### src/rtl/fdes_pkg.sv
`default_nettype none

package fdes_pkg;

  localparam int unsigned NAME_W     = 64;
  localparam int unsigned EXT_W      = 24;
  localparam int unsigned CLUSTER_W  = 32;
  localparam int unsigned HALF_W     = 16;
  localparam int unsigned SIZE_W     = 32;
  localparam int unsigned COUNT_W    = 16;
  localparam int unsigned ATTR_W     = 8;
  localparam int unsigned STATUS_W   = 3;
  localparam int unsigned CFG_IDX_W  = 2;
  localparam int unsigned CFG_DATA_W = 64;

  localparam int unsigned QUEUE_DEPTH = 2;
  localparam int unsigned QUEUE_PTR_W = (QUEUE_DEPTH > 1) ? $clog2(QUEUE_DEPTH) : 1;
  localparam int unsigned QUEUE_CNT_W = $clog2(QUEUE_DEPTH + 1);

  localparam logic [7:0] BYTE_END      = 8'h00;
  localparam logic [7:0] BYTE_DELETED  = 8'hE5;
  localparam logic [7:0] BYTE_DOT      = 8'h2E;
  localparam logic [7:0] BYTE_SPACE    = 8'h20;
  localparam logic [7:0] ATTR_LFN      = 8'h0F;
  localparam logic [7:0] ATTR_VOLUME   = 8'h08;
  localparam logic [7:0] ATTR_DIR      = 8'h10;

  localparam logic [NAME_W-1:0]  QUERY_BASE_RESET = {8{BYTE_SPACE}};
  localparam logic [EXT_W-1:0]   QUERY_EXT_RESET  = {3{BYTE_SPACE}};
  localparam logic [COUNT_W-1:0] LIST_LIMIT_RESET = 16'd16;

  typedef enum logic [CFG_IDX_W-1:0] {
    CFG_SCAN_MODE  = 2'd0,
    CFG_QUERY_BASE = 2'd1,
    CFG_QUERY_EXT  = 2'd2,
    CFG_LIST_LIMIT = 2'd3
  } cfg_idx_t;

  typedef enum logic [STATUS_W-1:0] {
    ST_SKIPPED = 3'd0,
    ST_FOUND   = 3'd1,
    ST_LISTED  = 3'd2,
    ST_END     = 3'd3,
    ST_FULL    = 3'd4,
    ST_IGNORED = 3'd5
  } status_t;

  typedef enum logic {
    MODE_FIND = 1'b0,
    MODE_LIST = 1'b1
  } mode_t;

  typedef struct packed {
    mode_t              scan_mode;
    logic [NAME_W-1:0]  query_base;
    logic [EXT_W-1:0]   query_ext;
    logic [COUNT_W-1:0] list_limit;
  } cfg_t;

  // classified entry handed from front to back
  typedef struct packed {
    logic                 first_entry;
    logic                 is_end;
    logic                 is_skip;
    logic                 name_match;
    logic                 list_skip;
    logic                 is_dir;
    logic [CLUSTER_W-1:0] cluster;
    logic [SIZE_W-1:0]    size;
    logic [NAME_W-1:0]    name;
    logic [EXT_W-1:0]     ext;
  } entry_word_t;

endpackage

`default_nettype wire

### src/rtl/fdes_if.sv
`default_nettype none

interface fdes_in_if
  import fdes_pkg::*;
();
  logic              valid;
  logic              ready;
  logic              first_entry;
  logic [NAME_W-1:0] entry_name;
  logic [EXT_W-1:0]  entry_ext;
  logic [ATTR_W-1:0] entry_attributes;
  logic [HALF_W-1:0] cluster_high_half;
  logic [HALF_W-1:0] cluster_low_half;
  logic [SIZE_W-1:0] entry_file_size;

  modport source (
    output valid, first_entry, entry_name, entry_ext, entry_attributes,
           cluster_high_half, cluster_low_half, entry_file_size,
    input  ready
  );
  modport sink (
    input  valid, first_entry, entry_name, entry_ext, entry_attributes,
           cluster_high_half, cluster_low_half, entry_file_size,
    output ready
  );
endinterface

interface fdes_out_if
  import fdes_pkg::*;
();
  logic                 valid;
  logic                 ready;
  logic [STATUS_W-1:0]  status;
  logic [CLUSTER_W-1:0] first_cluster;
  logic                 is_directory;
  logic [SIZE_W-1:0]    size_out;
  logic [NAME_W-1:0]    name_out;
  logic [EXT_W-1:0]     ext_out;
  logic [COUNT_W-1:0]   listed_so_far;

  modport source (
    output valid, status, first_cluster, is_directory, size_out, name_out,
           ext_out, listed_so_far,
    input  ready
  );
  modport sink (
    input  valid, status, first_cluster, is_directory, size_out, name_out,
           ext_out, listed_so_far,
    output ready
  );
endinterface

`default_nettype wire

### src/rtl/fdes_front.sv
`default_nettype none

module fdes_front
  import fdes_pkg::*;
(
  fdes_in_if.sink     entry_in,
  input  cfg_t        cfg,
  output logic        push_valid,
  input  logic        push_ready,
  output entry_word_t push_word
);

  // every byte at and after the first space becomes a space
  function automatic logic [NAME_W-1:0] cut_name(input logic [NAME_W-1:0] w);
    logic [NAME_W-1:0] res;
    logic              seen;
    res  = w;
    seen = 1'b0;
    for (int i = 0; i < NAME_W / 8; i++) begin
      if (w[8*i +: 8] == BYTE_SPACE) seen = 1'b1;
      if (seen) res[8*i +: 8] = BYTE_SPACE;
    end
    return res;
  endfunction

  function automatic logic [EXT_W-1:0] cut_ext(input logic [EXT_W-1:0] w);
    logic [EXT_W-1:0] res;
    logic             seen;
    res  = w;
    seen = 1'b0;
    for (int i = 0; i < EXT_W / 8; i++) begin
      if (w[8*i +: 8] == BYTE_SPACE) seen = 1'b1;
      if (seen) res[8*i +: 8] = BYTE_SPACE;
    end
    return res;
  endfunction

  logic [7:0] first_byte;
  logic [7:0] attr;

  assign first_byte = entry_in.entry_name[7:0];
  assign attr       = entry_in.entry_attributes;

  assign push_valid     = entry_in.valid;
  assign entry_in.ready = push_ready;

  always_comb begin
    push_word.first_entry = entry_in.first_entry;
    push_word.is_end      = (first_byte == BYTE_END);
    push_word.is_skip     = (first_byte == BYTE_DELETED) || (attr == ATTR_LFN);
    push_word.name_match  = (cut_name(entry_in.entry_name) == cut_name(cfg.query_base)) &&
                            (cut_ext(entry_in.entry_ext) == cut_ext(cfg.query_ext));
    push_word.list_skip   = ((attr & ATTR_VOLUME) != 8'h00) || (first_byte == BYTE_DOT);
    push_word.is_dir      = ((attr & ATTR_DIR) != 8'h00);
    push_word.cluster     = {entry_in.cluster_high_half, entry_in.cluster_low_half};
    push_word.size        = entry_in.entry_file_size;
    push_word.name        = entry_in.entry_name;
    push_word.ext         = entry_in.entry_ext;
  end

endmodule

`default_nettype wire

### src/rtl/fdes_queue.sv
`default_nettype none

module fdes_queue
  import fdes_pkg::*;
(
  input  logic        clk,
  input  logic        rst,
  input  logic        push_valid,
  output logic        push_ready,
  input  entry_word_t push_word,
  output logic        pop_valid,
  input  logic        pop_ready,
  output entry_word_t pop_word
);

  entry_word_t            slots [QUEUE_DEPTH];
  logic [QUEUE_PTR_W-1:0] wr_ptr;
  logic [QUEUE_PTR_W-1:0] rd_ptr;
  logic [QUEUE_CNT_W-1:0] count;
  logic                   push;
  logic                   pop;

  assign push_ready = (count != QUEUE_CNT_W'(QUEUE_DEPTH));
  assign pop_valid  = (count != '0);
  assign push       = push_valid && push_ready;
  assign pop        = pop_valid && pop_ready;
  assign pop_word   = slots[rd_ptr];

  always_ff @(posedge clk) begin
    if (push) slots[wr_ptr] <= push_word;
  end

  always_ff @(posedge clk) begin
    if (rst) begin
      wr_ptr <= '0;
      rd_ptr <= '0;
      count  <= '0;
    end else begin
      if (push) begin
        wr_ptr <= (wr_ptr == QUEUE_PTR_W'(QUEUE_DEPTH - 1)) ? '0 : wr_ptr + 1'b1;
      end
      if (pop) begin
        rd_ptr <= (rd_ptr == QUEUE_PTR_W'(QUEUE_DEPTH - 1)) ? '0 : rd_ptr + 1'b1;
      end
      case ({push, pop})
        2'b10:   count <= count + 1'b1;
        2'b01:   count <= count - 1'b1;
        default: count <= count;
      endcase
    end
  end

endmodule

`default_nettype wire

### src/rtl/fdes_back.sv
`default_nettype none

module fdes_back
  import fdes_pkg::*;
(
  input  logic        clk,
  input  logic        rst,
  input  cfg_t        cfg,
  input  logic        pop_valid,
  output logic        pop_ready,
  input  entry_word_t pop_word,
  fdes_out_if.source  result_out
);

  logic               scan_done;
  logic [COUNT_W-1:0] listed_count;
  logic               scan_done_next;
  logic [COUNT_W-1:0] listed_count_next;
  logic               done_base;
  logic [COUNT_W-1:0] count_base;
  logic [COUNT_W-1:0] count_inc;

  logic                 out_valid;
  status_t              status_next;
  logic [CLUSTER_W-1:0] cluster_next;
  logic                 dir_next;
  logic [SIZE_W-1:0]    size_next;
  logic [NAME_W-1:0]    name_next;
  logic [EXT_W-1:0]     ext_next;
  logic                 pop;

  assign pop_ready = !out_valid || result_out.ready;
  assign pop       = pop_valid && pop_ready;

  assign done_base  = pop_word.first_entry ? 1'b0 : scan_done;
  assign count_base = pop_word.first_entry ? '0 : listed_count;
  assign count_inc  = count_base + 1'b1;

  always_comb begin
    status_next       = ST_SKIPPED;
    cluster_next      = '0;
    dir_next          = 1'b0;
    size_next         = '0;
    name_next         = '0;
    ext_next          = '0;
    scan_done_next    = done_base;
    listed_count_next = count_base;
    if (done_base) begin
      status_next = ST_IGNORED;
    end else if (cfg.scan_mode == MODE_LIST && count_base >= cfg.list_limit) begin
      status_next    = ST_FULL;
      scan_done_next = 1'b1;
    end else if (pop_word.is_end) begin
      status_next    = ST_END;
      scan_done_next = 1'b1;
    end else if (pop_word.is_skip) begin
      status_next = ST_SKIPPED;
    end else if (cfg.scan_mode == MODE_FIND) begin
      if (pop_word.name_match) begin
        status_next    = ST_FOUND;
        cluster_next   = pop_word.cluster;
        scan_done_next = 1'b1;
      end
    end else if (pop_word.list_skip) begin
      status_next = ST_SKIPPED;
    end else begin
      status_next       = ST_LISTED;
      cluster_next      = pop_word.cluster;
      dir_next          = pop_word.is_dir;
      size_next         = pop_word.size;
      name_next         = pop_word.name;
      ext_next          = pop_word.ext;
      listed_count_next = count_inc;
      if (count_inc >= cfg.list_limit) scan_done_next = 1'b1;
    end
  end

  always_ff @(posedge clk) begin
    if (rst) begin
      scan_done    <= 1'b0;
      listed_count <= '0;
      out_valid    <= 1'b0;
    end else begin
      if (pop) begin
        scan_done    <= scan_done_next;
        listed_count <= listed_count_next;
        out_valid    <= 1'b1;
      end else if (result_out.ready) begin
        out_valid <= 1'b0;
      end
    end
  end

  always_ff @(posedge clk) begin
    if (pop) begin
      result_out.status        <= status_next;
      result_out.first_cluster <= cluster_next;
      result_out.is_directory  <= dir_next;
      result_out.size_out      <= size_next;
      result_out.name_out      <= name_next;
      result_out.ext_out       <= ext_next;
      result_out.listed_so_far <= listed_count_next;
    end
  end

  assign result_out.valid = out_valid;

  // cluster only carried on a hit or a listed word
  a_cluster_zero: assert property (@(posedge clk) disable iff (rst)
    out_valid && result_out.status != ST_FOUND && result_out.status != ST_LISTED
    |-> result_out.first_cluster == '0)
    else $error("first_cluster set on a word that is neither found nor listed");

  a_full_count: assert property (@(posedge clk) disable iff (rst)
    out_valid && result_out.status == ST_FULL
    |-> result_out.listed_so_far >= cfg.list_limit)
    else $error("list full reported below the limit");

  a_listed_name: assert property (@(posedge clk) disable iff (rst)
    out_valid && result_out.status == ST_LISTED
    |-> result_out.name_out[7:0] != BYTE_END && result_out.name_out[7:0] != BYTE_DELETED
        && result_out.name_out[7:0] != BYTE_DOT && result_out.listed_so_far != '0)
    else $error("listed word carries an entry that should have been dropped");

endmodule

`default_nettype wire

### src/rtl/fat_directory_entry_scanner.sv
// An accepted entry is written into the queue and is popped from there into the registered
// result word; a stall on the output holds it in the queue.
// Throughput: one entry per cycle while the output is not stalled.
// A two-word queue sits between front and back, so input is still taken while a
// result waits on the output register, until the queue is full.
// Reset (synchronous, rst high) clears scan state and queue and restores register defaults.
`default_nettype none

module fat_directory_entry_scanner
  import fdes_pkg::*;
(
  input  logic                  clk,
  input  logic                  rst,
  fdes_in_if.sink               entry_in,
  fdes_out_if.source            result_out,
  input  logic                  cfg_we,
  input  logic [CFG_IDX_W-1:0]  cfg_index,
  input  logic [CFG_DATA_W-1:0] cfg_data
);

  cfg_t        cfg;
  logic        push_valid;
  logic        push_ready;
  entry_word_t push_word;
  logic        pop_valid;
  logic        pop_ready;
  entry_word_t pop_word;

  always_ff @(posedge clk) begin
    if (rst) begin
      cfg.scan_mode  <= MODE_FIND;
      cfg.query_base <= QUERY_BASE_RESET;
      cfg.query_ext  <= QUERY_EXT_RESET;
      cfg.list_limit <= LIST_LIMIT_RESET;
    end else if (cfg_we) begin
      case (cfg_idx_t'(cfg_index))
        CFG_SCAN_MODE:  cfg.scan_mode  <= mode_t'(cfg_data[0]);
        CFG_QUERY_BASE: cfg.query_base <= cfg_data[NAME_W-1:0];
        CFG_QUERY_EXT:  cfg.query_ext  <= cfg_data[EXT_W-1:0];
        CFG_LIST_LIMIT: cfg.list_limit <= cfg_data[COUNT_W-1:0];
        default: ;
      endcase
    end
  end

  fdes_front u_front (
    .entry_in   (entry_in),
    .cfg        (cfg),
    .push_valid (push_valid),
    .push_ready (push_ready),
    .push_word  (push_word)
  );

  fdes_queue u_queue (
    .clk        (clk),
    .rst        (rst),
    .push_valid (push_valid),
    .push_ready (push_ready),
    .push_word  (push_word),
    .pop_valid  (pop_valid),
    .pop_ready  (pop_ready),
    .pop_word   (pop_word)
  );

  fdes_back u_back (
    .clk        (clk),
    .rst        (rst),
    .cfg        (cfg),
    .pop_valid  (pop_valid),
    .pop_ready  (pop_ready),
    .pop_word   (pop_word),
    .result_out (result_out)
  );

endmodule

`default_nettype wire

### src/flat_wrapper.sv
// flat-port wrapper written by rule: the top's interface ports become plain ports
module fat_directory_entry_scanner_flat import fdes_pkg::*;
  (clk, rst, cfg_we, cfg_index, cfg_data, entry_in_valid, entry_in_first_entry, entry_in_entry_name, entry_in_entry_ext, entry_in_entry_attributes, entry_in_cluster_high_half, entry_in_cluster_low_half, entry_in_entry_file_size, entry_in_ready, result_out_valid, result_out_status, result_out_first_cluster, result_out_is_directory, result_out_size_out, result_out_name_out, result_out_ext_out, result_out_listed_so_far, result_out_ready);
  fdes_in_if entry_in_i ();
  fdes_out_if result_out_i ();
  input  logic clk;
  input  logic rst;
  input  logic cfg_we;
  input  logic [CFG_IDX_W-1:0] cfg_index;
  input  logic [CFG_DATA_W-1:0] cfg_data;
  input wire logic [$bits(entry_in_i.valid)-1:0] entry_in_valid;
  input wire logic [$bits(entry_in_i.first_entry)-1:0] entry_in_first_entry;
  input wire logic [$bits(entry_in_i.entry_name)-1:0] entry_in_entry_name;
  input wire logic [$bits(entry_in_i.entry_ext)-1:0] entry_in_entry_ext;
  input wire logic [$bits(entry_in_i.entry_attributes)-1:0] entry_in_entry_attributes;
  input wire logic [$bits(entry_in_i.cluster_high_half)-1:0] entry_in_cluster_high_half;
  input wire logic [$bits(entry_in_i.cluster_low_half)-1:0] entry_in_cluster_low_half;
  input wire logic [$bits(entry_in_i.entry_file_size)-1:0] entry_in_entry_file_size;
  output wire logic [$bits(entry_in_i.ready)-1:0] entry_in_ready;
  output wire logic [$bits(result_out_i.valid)-1:0] result_out_valid;
  output wire logic [$bits(result_out_i.status)-1:0] result_out_status;
  output wire logic [$bits(result_out_i.first_cluster)-1:0] result_out_first_cluster;
  output wire logic [$bits(result_out_i.is_directory)-1:0] result_out_is_directory;
  output wire logic [$bits(result_out_i.size_out)-1:0] result_out_size_out;
  output wire logic [$bits(result_out_i.name_out)-1:0] result_out_name_out;
  output wire logic [$bits(result_out_i.ext_out)-1:0] result_out_ext_out;
  output wire logic [$bits(result_out_i.listed_so_far)-1:0] result_out_listed_so_far;
  input wire logic [$bits(result_out_i.ready)-1:0] result_out_ready;
  assign entry_in_i.valid = entry_in_valid;
  assign entry_in_i.first_entry = entry_in_first_entry;
  assign entry_in_i.entry_name = entry_in_entry_name;
  assign entry_in_i.entry_ext = entry_in_entry_ext;
  assign entry_in_i.entry_attributes = entry_in_entry_attributes;
  assign entry_in_i.cluster_high_half = entry_in_cluster_high_half;
  assign entry_in_i.cluster_low_half = entry_in_cluster_low_half;
  assign entry_in_i.entry_file_size = entry_in_entry_file_size;
  assign entry_in_ready = entry_in_i.ready;
  assign result_out_valid = result_out_i.valid;
  assign result_out_status = result_out_i.status;
  assign result_out_first_cluster = result_out_i.first_cluster;
  assign result_out_is_directory = result_out_i.is_directory;
  assign result_out_size_out = result_out_i.size_out;
  assign result_out_name_out = result_out_i.name_out;
  assign result_out_ext_out = result_out_i.ext_out;
  assign result_out_listed_so_far = result_out_i.listed_so_far;
  assign result_out_i.ready = result_out_ready;
  fat_directory_entry_scanner u_core (.clk(clk), .rst(rst), .entry_in(entry_in_i), .result_out(result_out_i), .cfg_we(cfg_we), .cfg_index(cfg_index), .cfg_data(cfg_data));
endmodule
### config.mk
export PLATFORM = sky130hd
export DESIGN_NAME = fat_directory_entry_scanner_flat
export DESIGN_NICKNAME = d
export VERILOG_FILES = /design/src/rtl/fdes_pkg.sv /design/src/rtl/fdes_if.sv /design/src/rtl/fdes_front.sv /design/src/rtl/fdes_queue.sv /design/src/rtl/fdes_back.sv /design/src/rtl/fat_directory_entry_scanner.sv /design/src/flat_wrapper.sv
export SDC_FILE = /design/constraint.sdc
export NUM_CORES = 1
export LEC_CHECK = 0
export BUFFER_PORTS_ARGS = -buffer_cell sky130_fd_sc_hd__buf_4
export CELL_PAD_IN_SITES_DETAIL_PLACEMENT = 0
export CELL_PAD_IN_SITES_GLOBAL_PLACEMENT = 1
export CORE_ASPECT_RATIO = 1.1
export CORE_MARGIN = 4
export CORE_UTILIZATION = 49
export DETAILED_ROUTE_END_ITERATION = 12
export GPL_ROUTABILITY_DRIVEN = 1
export HOLD_SLACK_MARGIN = 0.15
export PLACE_DENSITY_LB_ADDON = 0.1
export SLEW_MARGIN = 5
export SYNTH_ARGS = -nofsm -noshare
export SYNTH_HDL_FRONTEND = slang
export SYNTH_SLANG_ARGS = --single-unit
### constraint.sdc
create_clock -name clk -period 16.7 [get_ports clk]
set_input_delay 4.175 -clock clk [delete_from_list [all_inputs] [get_ports clk]]
set_output_delay 4.175 -clock clk [all_outputs]
set_load 0.01 [all_outputs]
## Yosys cells after proc, flatten, opt, wreduce, memory -nomap -nowiden

Memories as Yosys holds them, arrays and structs flattened. A register that Yosys moved wholly into a read port is not among the register bits.
Cells that the tools add are included.

| operators by class | value |
|---|---|
| add/subtract/negate cells | 5 |
| $lt $le $gt $ge | 2 |
| equality and inequality tests | 33 |
| multiplexer cells | 78 |
| bitwise gates (word level) | 1 |
| reductions and logical operators | 20 |

Operator list:

| cell | count |
|---|---|
| $eq 8x6->1 const B | 23 |
| $mux 8 | 22 |
| $mux 16 | 7 |
| $mux 32 | 3 |
| $eq 64x64->1 | 1 |
| $mux 1 | 41 |
| $ge 16x16->1 | 2 |
| $eq 24x24->1 | 1 |
| $add 16x1->16 const B | 1 |
| $mux 3 | 3 |
| $eq 8x4->1 const B | 1 |
| $eq 8x8->1 const B | 1 |
| $logic_not 8->1 | 1 |
| $reduce_and 2->1 | 4 |
| $eq 2x2->1 const B | 3 |
| $reduce_bool 2->1 | 3 |
| $reduce_or 6->1 | 1 |
| $eq 2x1->1 const B | 2 |
| $logic_and 1x1->1 | 4 |
| $pmux 2 s2 | 1 |
| $reduce_or 4->1 | 1 |
| $logic_or 1x1->1 | 3 |
| $add 1x1->1 const B | 2 |
| $add 2x1->2 const B | 1 |
| 7 further kinds | 7 |

| storage, ports and cells | value |
|---|---|
| register bits | 299 |
| bits in writable memories | 316 |
| output and inout bits | 174 |
| memories | 1 |

Memory list:

| name | depth | bits a word | read ports | clocked after Yosys merged registers in | wr ports | RTL line | text |
|---|---|---|---|---|---|---|---|
| u_core.u_queue.slots | 2 | 158 | 1 | 1 | 1 | fdes_queue.sv:16 | `entry_word_t slots [QUEUE_DEPTH];` |

## Longest topological paths before layout

| logic depth | value |
|---|---|
| depth in word-level cells | 12 |
| depth in mapped cells | 19 |
| mapped depth without buffers | 17 |

## Cells and area by module

A second synthesis with hierarchy kept.

| unflattened totals | value |
|---|---|
| cells, all modules | 2150 |
| area, all modules | 28315.9 µm² |

By module, submodules not included:

| module | instances | cells an instance | area each (µm²) |
|---|---|---|---|
| fdes_queue | 1 | 516 | 11706.2 |
| fdes_back | 1 | 672 | 8594.5 |
| fat_directory_entry_scanner | 1 | 418 | 4398.0 |
| fdes_front | 1 | 544 | 3617.2 |

## Worst setup path after synthesis

Ideal clock, no wire load.

| timing | value |
|---|---|
| path kind | input-to-reg |
| start point | in entry_in_valid |
| end point | mem u_core.u_queue.slots[0][0] (netlist name), enable pin |
| setup time | 0.678 ns |
| data arrival time | 10.826 ns |
| data required time | 16.022 ns |
| slack | 5.196 ns |
| stages on the path | 2 |
| path buffers | 0 |
| cells stage by stage | nand2_1 nor2_1 |

| on the way | value |
|---|---|
| word-level cells in the longest chain between the ends | 3 |

Ends and longest elaborated chain:

| item | RTL line | text |
|---|---|---|
| start: declaration | flat_wrapper.sv:11 | `input wire logic [$bits(entry_in_i.valid)-1:0] entry_in_valid;` |
| $logic_and 1x1->1 | fdes_queue.sv:25 | `assign push = push_valid && push_ready;` |
| $mux 1 | fdes_queue.sv:30 | `if (push) slots[wr_ptr] <= push_word;` |
| $mux 1 (implied by the code) | fdes_queue.sv:30 |  |
| end: declaration | fdes_queue.sv:16 |  |

Every way passes these cells.

==> impl_metrics.xml <==
<?xml version="1.0" encoding="UTF-8"?>
<metrics>
  <group name="timing">
    <metric name="hold_viol" unit="">0</metric>
    <metric name="tns" unit="ps">0</metric>
    <metric name="post-route-worst-setup-slack" unit="ps">9930</metric>
    <metric name="clock-skew-final" unit="ps">32.2</metric>
    <metric name="setup_violations" unit="">0</metric>
    <metric name="timing.final.max_slew_violations" unit="">0</metric>
    <metric name="timing.fmax" unit="GHz">0.148</metric>
    <metric name="finalCritPeriodShare" unit="%">40.5</metric>
    <metric name="grt_setup_unrepaired" unit="">no</metric>
    <metric name="timing_worst_slew_pin_value" unit="ps">1200</metric>
    <metric name="relSlewSlack" unit="%">19.7</metric>
    <metric name="timing.final.crit_period" unit="ps">6770</metric>
  </group>
  <group name="routing">
    <metric name="dr.first_iter.drc_count" unit="">1181</metric>
    <metric name="drc" unit="">0</metric>
    <metric name="dr.pass1.iters" unit="">5</metric>
    <metric name="detail_route.vias_per_cell" unit="">5.57</metric>
    <metric name="routed_wl" unit="um">70900</metric>
    <metric name="detail_route.wl_per_cell" unit="um">22.6</metric>
    <metric name="postRouteAntennaNets" unit="">0</metric>
    <metric name="vias" unit="">17427</metric>
  </group>
  <group name="clock_tree">
    <metric name="tritoncts" unit="">yes</metric>
    <metric name="cts_buffer_depth" unit="">3</metric>
    <metric name="path_clk_slew" unit="ps">70</metric>
    <metric name="tritoncts_num_sinks" unit="">616</metric>
    <metric name="holdBufCountCts" unit="">0</metric>
    <metric name="cts-root-buf" unit="">sky130_fd_sc_hd__clkbuf_16</metric>
    <metric name="cts_inserted_buffers" unit="">61</metric>
    <metric name="cts_setup_buffers" unit="">0</metric>
    <metric name="post_cts_resized" unit="">0</metric>
    <metric name="clk_latency" unit="ps">640</metric>
    <metric name="ctsHtreeMaxLevel" unit="">2</metric>
  </group>
  <group name="floorplan">
    <metric name="die_w" unit="um">225</metric>
    <metric name="die-height" unit="um">247</metric>
    <metric name="core_region_area" unit="um^2">51400</metric>
    <metric name="floorplan.io_pins" unit="">406</metric>
    <metric name="fp.dieArea" unit="um^2">55700</metric>
    <metric name="start_util" unit="%">49.6</metric>
    <metric name="fp-row-count" unit="">87</metric>
  </group>
  <group name="synthesis">
    <metric name="yosys_most_used_dff" unit="">sky130_fd_sc_hd__edfxtp_1</metric>
    <metric name="leading_cell_types_by_total_area_after_synthesis" unit="">sky130_fd_sc_hd__edfxtp_1 (58%), sky130_fd_sc_hd__dfxtp_1 (10%), sky130_fd_sc_hd__mux2i_1 (6.2%), sky130_fd_sc_hd__nand2_1 (4.6%), sky130_fd_sc_hd__nor2_1 (3.2%)</metric>
    <metric name="synthesis.area" unit="um^2">25500</metric>
    <metric name="yosys_warnings" unit="">0</metric>
    <metric name="seq_area_frac_synth" unit="%">67.6</metric>
    <metric name="synth.distinct_cells" unit="">78</metric>
    <metric name="post-synth-top-area-fraction" unit="%">57.5</metric>
    <metric name="yosys.area.top_type" unit="">sky130_fd_sc_hd__edfxtp_1</metric>
    <metric name="syn_area_per_cell" unit="um^2">12.6</metric>
    <metric name="synth_edf_count" unit="">488</metric>
    <metric name="ys_seq_elements" unit="">616</metric>
    <metric name="synth_nets" unit="">2286</metric>
    <metric name="post_synthesis_cell_count" unit="">2020</metric>
    <metric name="ys_async_rst_share" unit="%">0</metric>
  </group>
  <group name="layout">
    <metric name="syn_to_final_growth" unit="%">22.4</metric>
    <metric name="fillCellCount" unit="">4188</metric>
    <metric name="final_layout_size_suffix_gt1_share" unit="%">22.2</metric>
    <metric name="fin_nets" unit="">2676</metric>
  </group>
  <group name="place">
    <metric name="gp_congestion" unit="">0.893</metric>
    <metric name="numPortBuffers" unit="">405</metric>
    <metric name="hpwlAfterDp" unit="um">50000</metric>
    <metric name="dp_slack" unit="ps">9330</metric>
  </group>
  <group name="power">
    <metric name="p_leak" unit="nW">11.5</metric>
    <metric name="p_int" unit="mW">3.26</metric>
    <metric name="finalPower" unit="mW">4.62</metric>
    <metric name="clkPwrFrac" unit="%">29.9</metric>
    <metric name="power_frac_comb" unit="%">23.3</metric>
    <metric name="power_per_cell_area" unit="nW/um^2">148</metric>
    <metric name="worst_ir_drop_vdd" unit="mV">0.134</metric>
    <metric name="sw_frac_of_total" unit="%">29.4</metric>
    <metric name="pwr-share-seq" unit="%">46.9</metric>
    <metric name="power.switching" unit="mW">1.36</metric>
  </group>
  <group name="worst_setup_path">
    <metric name="cp.buffers_inverters" unit="">1</metric>
    <metric name="cp_data_arrival_time" unit="ps">7200</metric>
    <metric name="crit_top_cell" unit="">sky130_fd_sc_hd__or4_1</metric>
    <metric name="timing.critical_path.to_type" unit="">flop</metric>
    <metric name="crit_chain" unit="">buf_4, or4_1, or4_1, and4_4, nand2_1, xor2_1, a2111oi_2, nand4_1, or4b_1, nor4_2</metric>
    <metric name="cp_top_family" unit="">simple AND/OR/NAND/NOR gates</metric>
    <metric name="cp_slowest_stage_delay" unit="ps">570</metric>
    <metric name="critical-path-slowest-cell" unit="">sky130_fd_sc_hd__or4b_1</metric>
    <metric name="worstSetupStartpointType" unit="">input port</metric>
    <metric name="critPathMaxFanout" unit="">14</metric>
    <metric name="critical_path_class" unit="">input port to flop</metric>
    <metric name="cp_required" unit="ps">17130</metric>
  </group>
  <group name="global_route">
    <metric name="overflow" unit="">0</metric>
    <metric name="grt_pass1_wl" unit="um">104000</metric>
    <metric name="aggregate_global_route_resource_usage" unit="%">24.5</metric>
    <metric name="first_global_vias" unit="">17166</metric>
    <metric name="grt_max_degree" unit="">140</metric>
    <metric name="antenna_found_initial" unit="">7</metric>
  </group>
  <group name="run_status">
    <metric name="status" unit="">complete, no violations</metric>
  </group>
  <group name="flow_run">
    <metric name="max_cap_violations" unit="">0</metric>
  </group>
  <group name="worst_hold_path">
    <metric name="min-delay-path-class" unit="">flop to flop</metric>
  </group>
</metrics>
cell usage after synthesis (5+ instances only):
library cell	count
sky130_fd_sc_hd__clkbuf_1	80
sky130_fd_sc_hd__o211ai_1	9
sky130_fd_sc_hd__nand3b_1	17
sky130_fd_sc_hd__inv_1	34
sky130_fd_sc_hd__nor2_1	218
sky130_fd_sc_hd__o21ai_0	31
sky130_fd_sc_hd__and3_1	10
sky130_fd_sc_hd__a22o_1	6
sky130_fd_sc_hd__nand3_1	43
sky130_fd_sc_hd__o2111ai_1	5
sky130_fd_sc_hd__a21o_1	10
sky130_fd_sc_hd__a22oi_1	9
sky130_fd_sc_hd__nor4bb_1	5
sky130_fd_sc_hd__nor4b_1	15
sky130_fd_sc_hd__a31oi_1	15
sky130_fd_sc_hd__or3_1	10
sky130_fd_sc_hd__buf_6	5
sky130_fd_sc_hd__buf_1	5
sky130_fd_sc_hd__nand4_1	19
sky130_fd_sc_hd__nor4_1	24
sky130_fd_sc_hd__o22ai_1	5
sky130_fd_sc_hd__ha_1	34
sky130_fd_sc_hd__edfxtp_1	488
sky130_fd_sc_hd__o2bb2ai_1	5
sky130_fd_sc_hd__and2_1	13
sky130_fd_sc_hd__xnor2_1	26
sky130_fd_sc_hd__o21a_1	6
sky130_fd_sc_hd__nor3_1	14
sky130_fd_sc_hd__dfxtp_1	128
sky130_fd_sc_hd__or4_1	6
sky130_fd_sc_hd__mux2i_1	157
sky130_fd_sc_hd__nand2b_1	6
sky130_fd_sc_hd__a21boi_0	12
sky130_fd_sc_hd__a21oi_1	127
sky130_fd_sc_hd__xor2_1	30
sky130_fd_sc_hd__nand2_1	314
cell families (layout without fill, tap and decap cells):
group,after synthesis,count (layout),synth area share (%)
other cells,0,1,0
fa+ha+maj,34,34,1.67
flops,616,616,67.6
compound gates,286,286,7.15
buf+inv,126,568,2.05
mux,159,159,6.26
simple gates,743,743,13.4
xor+xnor,56,56,1.92
per-layer routing:
metal	part of all wire (%)	vias up	GRT usage, %	routed length [um]
li1	-	8188	-	-
met1	42	8613	32.6	29500
met2	49	509	41.4	35100
met3	6.4	105	5.18	4560
met4	2.3	12	5.96	1660
met5	0.10	-	0	74
flip-flops by register name, indices dropped and copies added, names as in the netlist, 2 cells and up, named ones only:
signal / flops
u_core.cfg: 105
u_core.u_back.result_out.listed_so_far: 16
u_core.u_back.result_out.first_cluster: 32
u_core.u_back.listed_count: 16
u_core.u_back.result_out.ext_out: 24
u_core.u_queue.slots: 316
u_core.u_back.result_out.status: 3
u_core.u_queue.count: 2
u_core.u_back.result_out.size_out: 32
u_core.u_back.result_out.name_out: 64
path summary, 6_finish.rpt:
kind	slack, ps	depth (start not counted)	to	from
max reg2reg	12150	13	u_core.u_back.result_out.first_cluster[16]$_SDFFCE_PP0P_	flop
max	9930	10	u_core.u_queue.slots[0][154]$_DFFE_PP_	entry_in_entry_name[25]
min	460	2	u_core.cfg[11]$_SDFFE_PP0P_	u_core.cfg[11]$_SDFFE_PP0P_
min reg2reg	460	2	u_core.cfg[11]$_SDFFE_PP0P_	u_core.cfg[11]$_SDFFE_PP0P_
worst reg2reg max path, stage by stage (launching register included):
cell	delay, ps
sky130_fd_sc_hd__dfxtp_4	680
sky130_fd_sc_hd__mux2i_2	270
sky130_fd_sc_hd__buf_4	260
sky130_fd_sc_hd__and2_1	310
sky130_fd_sc_hd__ha_1	300
sky130_fd_sc_hd__a21o_1	160
sky130_fd_sc_hd__a21oi_1	160
sky130_fd_sc_hd__nor2b_1	60
sky130_fd_sc_hd__o211ai_1	170
sky130_fd_sc_hd__a31oi_1	180
sky130_fd_sc_hd__or2_2	390
sky130_fd_sc_hd__a21boi_1	430
sky130_fd_sc_hd__o2111ai_4	660
sky130_fd_sc_hd__nor2_1	360
cells in the final DEF (no fill, tap or decap), types with 10 or more instances in the layout:
cell type	count
sky130_fd_sc_hd__edfxtp_1	488
sky130_fd_sc_hd__buf_4	418
sky130_fd_sc_hd__nand2_1	314
sky130_fd_sc_hd__nor2_1	215
sky130_fd_sc_hd__mux2i_1	156
sky130_fd_sc_hd__a21oi_1	127
sky130_fd_sc_hd__dfxtp_1	127
sky130_fd_sc_hd__clkbuf_16	64
sky130_fd_sc_hd__nand3_1	43
sky130_fd_sc_hd__ha_1	34
sky130_fd_sc_hd__inv_1	33
sky130_fd_sc_hd__o21ai_0	31
sky130_fd_sc_hd__xor2_1	30
sky130_fd_sc_hd__xnor2_1	26
sky130_fd_sc_hd__nor4_1	24
sky130_fd_sc_hd__nand4_1	19
sky130_fd_sc_hd__nand3b_1	17
sky130_fd_sc_hd__a31oi_1	15
sky130_fd_sc_hd__nor4b_1	15
sky130_fd_sc_hd__nor3_1	14
sky130_fd_sc_hd__and2_1	13
sky130_fd_sc_hd__clkinv_2	13
sky130_fd_sc_hd__a21boi_0	12
sky130_fd_sc_hd__a21o_1	10
sky130_fd_sc_hd__clkinv_1	10
stage by stage:
stage                     hold slack (ps)  cell area (um^2)  util (%)  cells
final                                 460             31200      60.7   3130
after global routing                  473             31200      60.7   3130
after CTS                             460             31200      60.7   3129
after detailed placement              448             29100      56.7   3014
after global placement                444             29100      56.7   3014
after floorplan                       436             25500         -   2020
cell type report:
| class | count | area [um^2] | share of cell area [%] |
|---|---|---|---|
| antenna | 1 | 2.50 | 0.00803 |
| sequential | 616 | 17200 | 55.2 |
| multi-input combinational | 1278 | 7790 | 25.0 |
| inverter | 34 | 135 | 0.433 |
| clock inverter | 41 | 377 | 1.21 |
| timing repair buffer | 419 | 3160 | 10.1 |
| tap | 667 | 835 | 2.68 |
| clock buffer | 74 | 1660 | 5.32 |
power by group through the flow:
stage / combinational (mW) / clock, mW / sequential [mW]
after floorplan: 0.507 / 0 / 2.32
after global placement: 1.08 / 0 / 2.19
after detailed placement: 1.09 / 0 / 2.20
after CTS: 1.09 / 1.41 / 2.17
after global routing: 1.16 / 1.47 / 2.19
final: 1.08 / 1.38 / 2.17
(Power assumes the default switching activity.)
